### src/rtl/cldf_pkg.sv
// Shared types, sizes and helpers for the credit limited dispatch FIFO.
// No dependencies; used by credit_limited_dispatch_fifo.sv.
package cldf_pkg;

    localparam int QUEUE_DEPTH  = 64;
    localparam int RECORD_WIDTH = 64;

    localparam int PTR_W  = (QUEUE_DEPTH > 1) ? $clog2(QUEUE_DEPTH) : 1;
    localparam int FILL_W = $clog2(QUEUE_DEPTH + 1);
    localparam int CNT_W  = 7;
    localparam int CMP_W  = (FILL_W > CNT_W) ? FILL_W : CNT_W;
    localparam int WORD_W = 64;
    localparam int STAT_W = 3;
    localparam int RES_W  = WORD_W + 3 * CNT_W;
    localparam int TDATA_W = ((RES_W + 7) / 8) * 8;
    localparam int PAD_W  = TDATA_W - RES_W;
    localparam int ADDR_W = 3;
    localparam int APB_W  = 32;

    localparam logic [CNT_W-1:0] CEILING_RESET = 7'd64;

    // register index, taken from paddr[2]
    localparam logic REG_CEILING = 1'b0;

    typedef enum logic [2:0] {
        CMD_ADMIT   = 3'd0,
        CMD_TAKE    = 3'd1,
        CMD_SETTLE  = 3'd2,
        CMD_STOP    = 3'd3,
        CMD_CLOSE   = 3'd4,
        CMD_DISCARD = 3'd5
    } cmd_t;

    typedef enum logic [2:0] {
        ST_OK           = 3'd0,
        ST_OVERFLOW     = 3'd1,
        ST_STOPPED      = 3'd2,
        ST_CLOSED_EMPTY = 3'd3,
        ST_EMPTY_RETRY  = 3'd4
    } status_t;

    typedef struct packed {
        status_t          status;
        logic             take_ok;
        logic [CNT_W-1:0] outstanding;
        logic [CNT_W-1:0] fill;
        logic [CNT_W-1:0] dropped;
    } meta_t;

    function automatic logic [PTR_W-1:0] ptr_advance(input logic [PTR_W-1:0] p);
        logic [PTR_W-1:0] r;
        if (p == PTR_W'(QUEUE_DEPTH - 1))
            r = '0;
        else
            r = p + 1'b1;
        return r;
    endfunction

endpackage

### src/rtl/cldf_ram.sv
// Generic single write port, single read port RAM with registered read data.
// No dependencies.
module cldf_ram #(
    parameter int WIDTH = 64,
    parameter int DEPTH = 64
) (
    input  logic                     clk,
    input  logic                     we,
    input  logic [$clog2(DEPTH)-1:0] waddr,
    input  logic [WIDTH-1:0]         wdata,
    input  logic                     re,
    input  logic [$clog2(DEPTH)-1:0] raddr,
    output logic [WIDTH-1:0]         rdata
);

    logic [WIDTH-1:0] mem [DEPTH];
    logic [WIDTH-1:0] rdata_reg;

    always_ff @(posedge clk)
    begin
        if (we)
            mem[waddr] <= wdata;
        if (re)
            rdata_reg <= mem[raddr];
    end

    assign rdata = rdata_reg;

endmodule

### src/rtl/credit_limited_dispatch_fifo.sv
// Credit limited dispatch FIFO: record queue in a RAM, outstanding count bounded by ceiling.
// Depends on cldf_pkg and cldf_ram.
//
//  port group   dir  beat contents (low bit first)
//  s_*          in   tuser: cmd[2:0]; tdata: record_word[63:0]
//  m_*          out  tuser: status[2:0]; tdata: record_out, outstanding_count,
//                    queue_fill, dropped_count, zero pad
//  apb          in   ceiling at byte address 0
//
// One beat per cycle while the output drains; a taken beat goes through the read stage
// (RAM read at the accepting edge) and then loads into the output register.
// Counters and pointers update at acceptance, so back to back commands see each other.
// Reset clears pointers, counts and flags; ceiling returns to 64; RAM is not cleared.
// A stalled output holds its beat, the read stage stays full and s_tready drops.
module credit_limited_dispatch_fifo (
    input  logic                          clk,
    input  logic                          rst_n,
    input  logic                          s_tvalid,
    output logic                          s_tready,
    input  logic [cldf_pkg::WORD_W-1:0]   s_tdata,  // record_word[63:0]
    input  logic [2:0]                    s_tuser,  // cmd[2:0]
    output logic                          m_tvalid,
    input  logic                          m_tready,
    // record_out[63:0], outstanding_count[70:64], queue_fill[77:71],
    // dropped_count[84:78], zero pad
    output logic [cldf_pkg::TDATA_W-1:0]  m_tdata,
    output logic [2:0]                    m_tuser,  // status[2:0]
    input  logic                          psel,
    input  logic                          penable,
    input  logic                          pwrite,
    input  logic [cldf_pkg::ADDR_W-1:0]   paddr,
    input  logic [cldf_pkg::APB_W-1:0]    pwdata,
    output logic [cldf_pkg::APB_W-1:0]    prdata,
    output logic                          pready
);

    localparam int PW = cldf_pkg::PTR_W;
    localparam int FW = cldf_pkg::FILL_W;
    localparam int CW = cldf_pkg::CNT_W;
    localparam int RW = cldf_pkg::RECORD_WIDTH;

    logic [PW-1:0]     head_reg, head_next;
    logic [PW-1:0]     tail_reg, tail_next;
    logic [FW-1:0]     fill_reg, fill_next;
    logic [CW-1:0]     outstanding_reg, outstanding_next;
    logic              stopped_reg, stopped_next;
    logic              closed_reg, closed_next;
    logic [CW-1:0]     ceiling_reg;

    logic              p_valid_reg;
    cldf_pkg::meta_t   p_meta_reg, meta_next;
    logic              o_valid_reg;
    cldf_pkg::meta_t   o_meta_reg;
    logic [cldf_pkg::WORD_W-1:0] o_record_reg;

    cldf_pkg::cmd_t    cmd;
    logic              accept, o_load, wr_en, rd_en, admit_ok, cfg_we;
    logic [RW-1:0]     rd_data;
    logic [cldf_pkg::CMP_W-1:0] out_wide, drop_wide;

    assign cmd      = cldf_pkg::cmd_t'(s_tuser);
    assign o_load   = p_valid_reg && (!o_valid_reg || m_tready);
    assign s_tready = !p_valid_reg || o_load;
    assign accept   = s_tvalid && s_tready;
    assign out_wide  = cldf_pkg::CMP_W'(outstanding_reg);
    assign drop_wide = cldf_pkg::CMP_W'(fill_reg);
    assign admit_ok  = (outstanding_reg < ceiling_reg)
                    && (fill_reg < FW'(cldf_pkg::QUEUE_DEPTH));

    always_comb
    begin
        head_next        = head_reg;
        tail_next        = tail_reg;
        fill_next        = fill_reg;
        outstanding_next = outstanding_reg;
        stopped_next     = stopped_reg;
        closed_next      = closed_reg;
        wr_en            = 1'b0;
        rd_en            = 1'b0;
        meta_next        = '0;
        meta_next.status = cldf_pkg::ST_OK;
        case (cmd)
            cldf_pkg::CMD_ADMIT:
            begin
                if (!admit_ok)
                    meta_next.status = cldf_pkg::ST_OVERFLOW;
                else
                begin
                    outstanding_next = outstanding_reg + 1'b1;
                    wr_en            = 1'b1;
                    tail_next        = cldf_pkg::ptr_advance(tail_reg);
                    fill_next        = fill_reg + 1'b1;
                end
            end
            cldf_pkg::CMD_TAKE:
            begin
                if (stopped_reg)
                    meta_next.status = cldf_pkg::ST_STOPPED;
                else if (fill_reg != '0)
                begin
                    rd_en             = 1'b1;
                    meta_next.take_ok = 1'b1;
                    head_next         = cldf_pkg::ptr_advance(head_reg);
                    fill_next         = fill_reg - 1'b1;
                end
                else if (closed_reg)
                    meta_next.status = cldf_pkg::ST_CLOSED_EMPTY;
                else
                    meta_next.status = cldf_pkg::ST_EMPTY_RETRY;
            end
            cldf_pkg::CMD_SETTLE:
            begin
                if (outstanding_reg != '0)
                    outstanding_next = outstanding_reg - 1'b1;
            end
            cldf_pkg::CMD_STOP:
                stopped_next = 1'b1;
            cldf_pkg::CMD_CLOSE:
                closed_next = 1'b1;
            cldf_pkg::CMD_DISCARD:
            begin
                meta_next.dropped = CW'(fill_reg);
                if (out_wide > drop_wide)
                    outstanding_next = CW'(out_wide - drop_wide);
                else
                    outstanding_next = '0;
                fill_next   = '0;
                head_next   = '0;
                tail_next   = '0;
                closed_next = 1'b1;
            end
            default:
            begin
                // unused command codes: no state change, status ok
            end
        endcase
        meta_next.outstanding = outstanding_next;
        meta_next.fill        = CW'(fill_next);
    end

    cldf_ram #(
        .WIDTH (RW),
        .DEPTH (cldf_pkg::QUEUE_DEPTH)
    ) u_store (
        .clk   (clk),
        .we    (accept && wr_en),
        .waddr (tail_reg),
        .wdata (s_tdata[RW-1:0]),
        .re    (accept && rd_en),
        .raddr (head_reg),
        .rdata (rd_data)
    );

    always_ff @(posedge clk or negedge rst_n)
    begin
        if (!rst_n)
        begin
            head_reg        <= '0;
            tail_reg        <= '0;
            fill_reg        <= '0;
            outstanding_reg <= '0;
            stopped_reg     <= 1'b0;
            closed_reg      <= 1'b0;
        end
        else if (accept)
        begin
            head_reg        <= head_next;
            tail_reg        <= tail_next;
            fill_reg        <= fill_next;
            outstanding_reg <= outstanding_next;
            stopped_reg     <= stopped_next;
            closed_reg      <= closed_next;
        end
    end

    // read stage waits on RAM data, output register holds the finished beat
    always_ff @(posedge clk or negedge rst_n)
    begin
        if (!rst_n)
        begin
            p_valid_reg <= 1'b0;
            o_valid_reg <= 1'b0;
        end
        else
        begin
            if (accept)
                p_valid_reg <= 1'b1;
            else if (o_load)
                p_valid_reg <= 1'b0;
            if (o_load)
                o_valid_reg <= 1'b1;
            else if (m_tready)
                o_valid_reg <= 1'b0;
        end
    end

    always_ff @(posedge clk)
    begin
        if (accept)
            p_meta_reg <= meta_next;
        if (o_load)
        begin
            o_meta_reg   <= p_meta_reg;
            o_record_reg <= p_meta_reg.take_ok ? cldf_pkg::WORD_W'(rd_data) : '0;
        end
    end

    assign m_tvalid = o_valid_reg;
    assign m_tuser  = o_meta_reg.status;
    assign m_tdata  = {{cldf_pkg::PAD_W{1'b0}}, o_meta_reg.dropped, o_meta_reg.fill,
                       o_meta_reg.outstanding, o_record_reg};

    // configuration
    assign cfg_we = psel && penable && pwrite && pready && (paddr[2] == cldf_pkg::REG_CEILING);
    assign pready = 1'b1;
    assign prdata = (paddr[2] == cldf_pkg::REG_CEILING) ? cldf_pkg::APB_W'(ceiling_reg) : '0;

    always_ff @(posedge clk or negedge rst_n)
    begin
        if (!rst_n)
            ceiling_reg <= cldf_pkg::CEILING_RESET;
        else if (cfg_we)
            ceiling_reg <= pwdata[CW-1:0];
    end

    a_fill_bound: assert property (@(posedge clk) disable iff (!rst_n)
        fill_reg <= FW'(cldf_pkg::QUEUE_DEPTH))
        else $error("queue fill above depth");

    a_discard_empties: assert property (@(posedge clk) disable iff (!rst_n)
        accept && (cmd == cldf_pkg::CMD_DISCARD) |=> (fill_reg == '0) && closed_reg)
        else $error("discard left records or did not close");

    a_admit_counts: assert property (@(posedge clk) disable iff (!rst_n)
        accept && (cmd == cldf_pkg::CMD_ADMIT) && admit_ok
        |=> outstanding_reg == $past(outstanding_reg) + 1'b1)
        else $error("admit did not count the record");

    a_beat_kept: assert property (@(posedge clk) disable iff (!rst_n)
        p_valid_reg && !o_load |=> p_valid_reg && $stable(p_meta_reg))
        else $error("read stage beat lost while output stalled");

endmodule
### config.mk
export PLATFORM = sky130hd
export DESIGN_NAME = credit_limited_dispatch_fifo
export DESIGN_NICKNAME = d
export VERILOG_FILES = /design/src/rtl/cldf_pkg.sv /design/src/rtl/cldf_ram.sv /design/src/rtl/credit_limited_dispatch_fifo.sv
export SDC_FILE = /design/constraint.sdc
export NUM_CORES = 2
export LEC_CHECK = 0
export BUFFER_PORTS_ARGS = -buffer_cell sky130_fd_sc_hd__buf_2
export CORE_MARGIN = 5
export CORE_UTILIZATION = 35
export DETAILED_ROUTE_END_ITERATION = 10
export MAX_ROUTING_LAYER = met4
export SYNTH_ARGS = -nofsm -noshare
export SYNTH_HDL_FRONTEND = slang
export SYNTH_SLANG_ARGS = --single-unit
### constraint.sdc
create_clock -name clk -period 5.3 [get_ports clk]
set_input_delay 1.06 -clock clk [delete_from_list [all_inputs] [get_ports clk]]
set_output_delay 1.06 -clock clk [all_outputs]
set_load 0.05 [all_outputs]
Word-level counts from Yosys, hierarchy flattened
Memory sizes are Yosys's and may differ from the RTL's. A register that Yosys moved wholly into a read port is not among the register bits.
Index checks and enable logic that the tools add are counted.
W data, S select, Z words.
{"block": "word_totals", "regBits": 150, "ram_bits": 4096, "input_bits": 109, "out_inout_bits": 126, "word_cells": 97, "n_memories": 1}
{"name": "u_store.mem", "words": 64, "word_bits": 64, "rd": 1, "rd_clocked_by_memory_dff": 1, "write_ports": 1, "line": "cldf_ram.sv:16", "rtl": "logic [WIDTH-1:0] mem [DEPTH];"}
{"block": "classes", "add_sub_neg": 7, "magnitude_cmp": 3, "eq_ne": 10, "mux": 32, "n_bitwise": 1, "n_reduce_logical": 24}
{"cell": "$mux W7", "count": 7}
{"cell": "$pmux W7 S3", "count": 2}
{"cell": "$mux W6", "count": 5}
{"cell": "$pmux W6 S2", "count": 2}
{"cell": "$add A7 B1 Y7 const B", "count": 2}
{"cell": "$reduce_bool A7 Y1", "count": 2}
{"cell": "$sub A7 B1 Y7 const B", "count": 2}
{"cell": "$add A6 B1 Y6 const B", "count": 2}
{"cell": "$eq A6 B6 Y1 const B", "count": 2}
{"cell": "$mux W1", "count": 12}
{"cell": "$mux W3", "count": 3}
{"cell": "$logic_and A1 B1 Y1", "count": 8}
{"cell": "$reduce_bool A2 Y1", "count": 4}
{"cell": "$gt A7 B7 Y1", "count": 1}
{"cell": "$lt A7 B7 Y1", "count": 1}
{"cell": "$lt A7 B7 Y1 const B", "count": 1}
{"cell": "$sub A7 B7 Y7", "count": 1}
{"cell": "$eq A3 B2 Y1 const B", "count": 2}
{"cell": "$eq A3 B3 Y1 const B", "count": 2}
{"cell": "$ne A2 B2 Y1 const B", "count": 3}
{"cell": "$pmux W3 S2", "count": 1}
{"cell": "$reduce_and A2 Y1", "count": 2}
{"cell": "$reduce_and A4 Y1", "count": 1}
{"cell": "$eq A3 B1 Y1 const B", "count": 1}
{"cell": "other kinds (6)", "count": 8}

Longest topological paths before layout
{"block": "depth", "ltp_word": 8, "mapped_depth": 10, "ltp_nobuf": 10}

By module
A second synthesis with hierarchy kept.
{"block": "hier_totals", "hier_cells": 7219, "hier_area_um2": 164278.8}
{"module": "cldf_ram", "n_inst": 1, "cells_each": 6598, "area_each_um2": 156989.3}
{"module": "credit_limited_dispatch_fifo", "n_inst": 1, "cells_each": 621, "area_each_um2": 7289.5}

Least setup slack after synthesis
No wires, ideal clock.
{"block": "synth_path", "path_kind": "input-to-reg", "start": "input port m_tready", "end": "memory u_store.mem[24][0] (enable)", "setup_time_ps": 487, "arrival_time_ps": 5118, "slack_ps": -305, "stages": 5, "path_buffers": 0, "path_cell_list": "nand3b_1 > nand2_1 > nor3_2 > nand4b_1 > nor2_1"}
{"block": "synth_between", "elab_chain_len": 7}
{"item": "start, declared", "line": "credit_limited_dispatch_fifo.sv:23", "rtl": "input logic m_tready,"}
{"item": "$logic_or A1 B1 Y1", "line": "credit_limited_dispatch_fifo.sv:62", "rtl": "assign o_load = p_valid_reg && (!o_valid_reg || m_tready);"}
{"item": "$logic_and A1 B1 Y1", "line": "credit_limited_dispatch_fifo.sv:62"}
{"item": "$logic_or A1 B1 Y1", "line": "credit_limited_dispatch_fifo.sv:63", "rtl": "assign s_tready = !p_valid_reg || o_load;"}
{"item": "$logic_and A1 B1 Y1", "line": "credit_limited_dispatch_fifo.sv:64", "rtl": "assign accept = s_tvalid && s_tready;"}
{"item": "$logic_and A1 B1 Y1", "line": "credit_limited_dispatch_fifo.sv:146", "rtl": ".we (accept && wr_en),"}
{"item": "$mux W1", "line": "cldf_ram.sv:21", "rtl": "if (we)"}
{"item": "$mux W1 (implied by the code)", "line": "cldf_ram.sv:22", "rtl": "mem[waddr] <= wdata;"}
{"item": "end, declared", "line": "cldf_ram.sv:16"}
No other way between the ends.

Final worst setup path
{"block": "layout_path", "start": "register outstanding_reg[4], in the netlist out_wide[4]", "end": "memory u_store.mem[40][47] (enable)"}
{"block": "layout_between", "elab_chain_len": 7}
{"item": "start, declared", "line": "credit_limited_dispatch_fifo.sv:45", "rtl": "logic [CW-1:0] outstanding_reg, outstanding_next;"}
{"item": "start signal, assigned", "line": "credit_limited_dispatch_fifo.sv:170", "rtl": "outstanding_reg <= outstanding_next;"}
{"item": "$lt A7 B7 Y1", "line": "credit_limited_dispatch_fifo.sv:67", "rtl": "assign admit_ok = (outstanding_reg < ceiling_reg)"}
{"item": "$logic_and A1 B1 Y1", "line": "credit_limited_dispatch_fifo.sv:68", "rtl": "&& (fill_reg < FW'(cldf_pkg::QUEUE_DEPTH));"}
{"item": "$mux W1", "line": "credit_limited_dispatch_fifo.sv:85", "rtl": "if (!admit_ok)"}
{"item": "$mux W1", "line": "credit_limited_dispatch_fifo.sv:82", "rtl": "case (cmd)"}
{"item": "$logic_and A1 B1 Y1", "line": "credit_limited_dispatch_fifo.sv:146"}
{"item": "$mux W1", "line": "cldf_ram.sv:21"}
{"item": "$mux W1 (implied by the code)", "line": "cldf_ram.sv:22"}
No other way between the ends.

==> impl_metrics.tcl <==
set metrics [dict create \
    status "completed" \
    synth_cells 7040 \
    ys_seq_area_share_pct 79.4 \
    cts.sinks 4310 \
    endpoint_kind "register" \
    wl_met1_um 179000 \
    first_iter_violations 10300 \
    ios 235 \
    p_per_area_mw_per_mm2 438 \
    synth_edf_count 4273 \
    worst_ir_drop_vdd_mv 0.294 \
    min_period_over_period_pct 84.2 \
    ys_ff_latch 4310 \
    h-tree-depth 5 \
    fillers 40200 \
    cts_resized 0 \
    final_cell_mix "4,273 x edfxtp_1, 1,024 x mux4_2, 439 x clkbuf_16" \
    slowest_delay_ps 700 \
    num_vias 80000 \
    tightest_slew_ps 1290 \
    layout_min_cycle_time_ps 4460 \
    fin_nets 7697 \
    gp_congestion 0.825 \
    fin_worst_skew_ps 66.7 \
    r2r_end "u_store.mem[40][47]$_DFFE_PP_" \
    hold_viol 0 \
    cts_setup_buffers 0 \
    post-place-ws_ps 1020 \
    die_h_um 692 \
    rsz0062_at_grt "no" \
    vias_per_cell 5.67 \
    critPathKind "reg2reg" \
    crit_arrival_ps 5050 \
    sw_frac_of_total_pct 25.4 \
    syn_avg_cell_area_sq_um 23.1 \
    cts_tree "built" \
    syn_area_sq_mm 0.163 \
    crit_path_max_fanout 32 \
    async_flop_share_pct 0.858 \
    largest_reg_flops 4096 \
    max_cap_viol_count 0 \
    crit_chain "ha_1 -> a211oi_1 -> o211ai_1 -> a21o_1 -> nor3_2 -> nand4b_1 -> buf_4 -> nor2_4 -> buf_12" \
    antenna_left 0 \
    setup_slack_ps 836 \
    yosys_warnings 0 \
    power_switching_uw 20800 \
    die_w_um 692 \
    fmax_ghz 0.224 \
    critPathLaunchType "register" \
    worstPathRequired_ps 5880 \
    clockBufferDepth 4 \
    area.growth.synth_to_final_pct 15.2 \
    r2r_slack_ps 840 \
    regArea_sq_mm 0.129 \
    dp_cells 13300 \
    postCtsHoldBufs 0 \
    synthFlopType "edfxtp_1" \
    worstReg2RegStart "out_wide[4]$_DFFE_PN0P_" \
    seqPwrFrac_pct 46.3 \
    grt_pass1_wl_um 630000 \
    dieArea_sq_mm 0.479 \
    gr-total-overflow 0 \
    drtPass1Iterations 6 \
    root_buffer "clkbuf_16" \
    drc 0 \
    combPwrFrac_pct 17.7 \
    cpMaxStageDelayCell "nor2_4" \
    grt_max_degree 93 \
    r2r_cells 9 \
    finish.cell_count_without_fillers 14100 \
    slew-limit-headroom_pct 14.2 \
    hold_class "in2async" \
    grt_pass1_vias 80200 \
    layout_commonest_cell "edfxtp_1" \
    initial_core_util_pct 35.1 \
    multi_input_area_sq_mm 0.0322 \
    routed_wl_um 449000 \
    wl_met2_um 219000 \
    track_usage_pct 18.9 \
    cts_made_buffers 432 \
    row_count 250 \
    port_buffers 178 \
    wl_met3_um 39400 \
    slew_violations 0 \
    dp_hpwl_um 239000 \
    clk_latency_ps 960 \
    antenna_found_initial 47 \
    drt-wirelength-per-cell_um 31.8 \
    synthDistinctLibCells 67 \
    setup_viol 0 \
    leakage_uw 0.0571 \
    cts.clk_slew.worst_paths_ps 70 \
    top_layer "met4" \
    drive_gt1_share_pct 28.0 \
    core_area_sq_mm 0.464 \
    p_int_uw 61300 \
    p_clk_share_pct 36.0 \
]
how the worst max path moves through the flow:
stage	from	end	slack (ps)	cells past startpoint
final	out_wide[4]$_DFFE_PN0P_	u_store.mem[40][47]$_DFFE_PP_	840	9
after global routing	out_wide[4]$_DFFE_PN0P_	u_store.mem[40][43]$_DFFE_PP_	690	9
after CTS	out_wide[4]$_DFFE_PN0P_	u_store.mem[40][47]$_DFFE_PP_	920	9
after detailed placement	s_tuser[2]	u_store.mem[18][42]$_DFFE_PP_	1020	7
after global placement	out_wide[4]$_DFFE_PN0P_	u_store.mem[40][37]$_DFFE_PP_	940	9
after floorplan	m_tready	u_store.mem[24][0]$_DFFE_PP_	-300	5
routing by layer:
metal	global-route usage (%)	up-vias
li1	-	31500
met1	25.4	43600
met2	30.4	4199
met3	3.02	686
met4	4.28	0
met5	-	-
Yosys cell counts (all sizes together), types with 5 or more instances:
master | number | share of area [%]
nor3 | 17 | 0.055
o31ai | 10 | 0.046
edfxtp | 4273 | 79
clkbuf | 264 | 0.61
buf | 170 | 0.54
a211oi | 6 | 0.028
nand2 | 38 | 0.088
inv | 25 | 0.058
o221ai | 66 | 0.36
a22o | 128 | 0.69
a221oi | 130 | 0.70
nor4 | 5 | 0.028
nor2b | 6 | 0.023
o21ai | 42 | 0.13
nor2 | 182 | 0.42
dfrtp | 36 | 0.55
a21oi | 156 | 0.48
nand3b | 7 | 0.032
and2 | 66 | 0.25
mux4 | 1024 | 14
nand2b | 10 | 0.038
mux2 | 9 | 0.062
ha | 22 | 0.17
nand3 | 11 | 0.034
a22oi | 262 | 1.2
metrics by stage:
step	power (uW)	util (%)	hold WS (ps)	setup TNS, ps	cell area, sq um
detailed placement	53400	37.5	405	0	174000
floorplan	48800	-	400	-1008480	163000
global route	85100	40.5	293	0	188000
CTS	82800	40.5	210	0	188000
global placement	53300	37.5	404	0	174000
finish	82100	40.5	254	0	188000
worst max-delay path: cells and delay by family, from the launching register on:
kind	cells	cell delay, ps
compound gates	3	910
fa+ha+maj	1	340
buf+inv	2	620
flops	1	590
simple gates	3	1570
power by group through the flow:
stage	clock network, uW	logic (uW)	registers [uW]
4_1_cts	30100	14700	38000
5_1_grt	31600	15500	38100
3_5_place_dp	0	14600	38800
3_3_place_gp	0	14500	38700
2_1_floorplan	0	10100	38700
6_report	29600	14500	38000
cell type report:
cell class              instances  area share (%)
flip-flops and latches       4310            68.9
multi-input cells            2298            17.2
clock buffers                 523            6.03
well taps                    6174            4.12
repair buffers                498            2.47
clock inverters               265            1.23
inverters                      25          0.0514
diodes                         16          0.0213
cell families after synthesis:
group                      count (synthesis)  synth area share [%]
xor gates and xnor gates                   8                0.0430
AOI/OAI and AO/OA                        837                  3.82
buffers and inverters                    459                  1.21
adders and majority gates                 23                 0.181
and+or+nand+nor                          366                  1.09
other                                      2               0.00461
DFF                                     4310                  79.4
muxes                                   1035                  14.2
No activity file was read; power rests on OpenSTA's default activity.
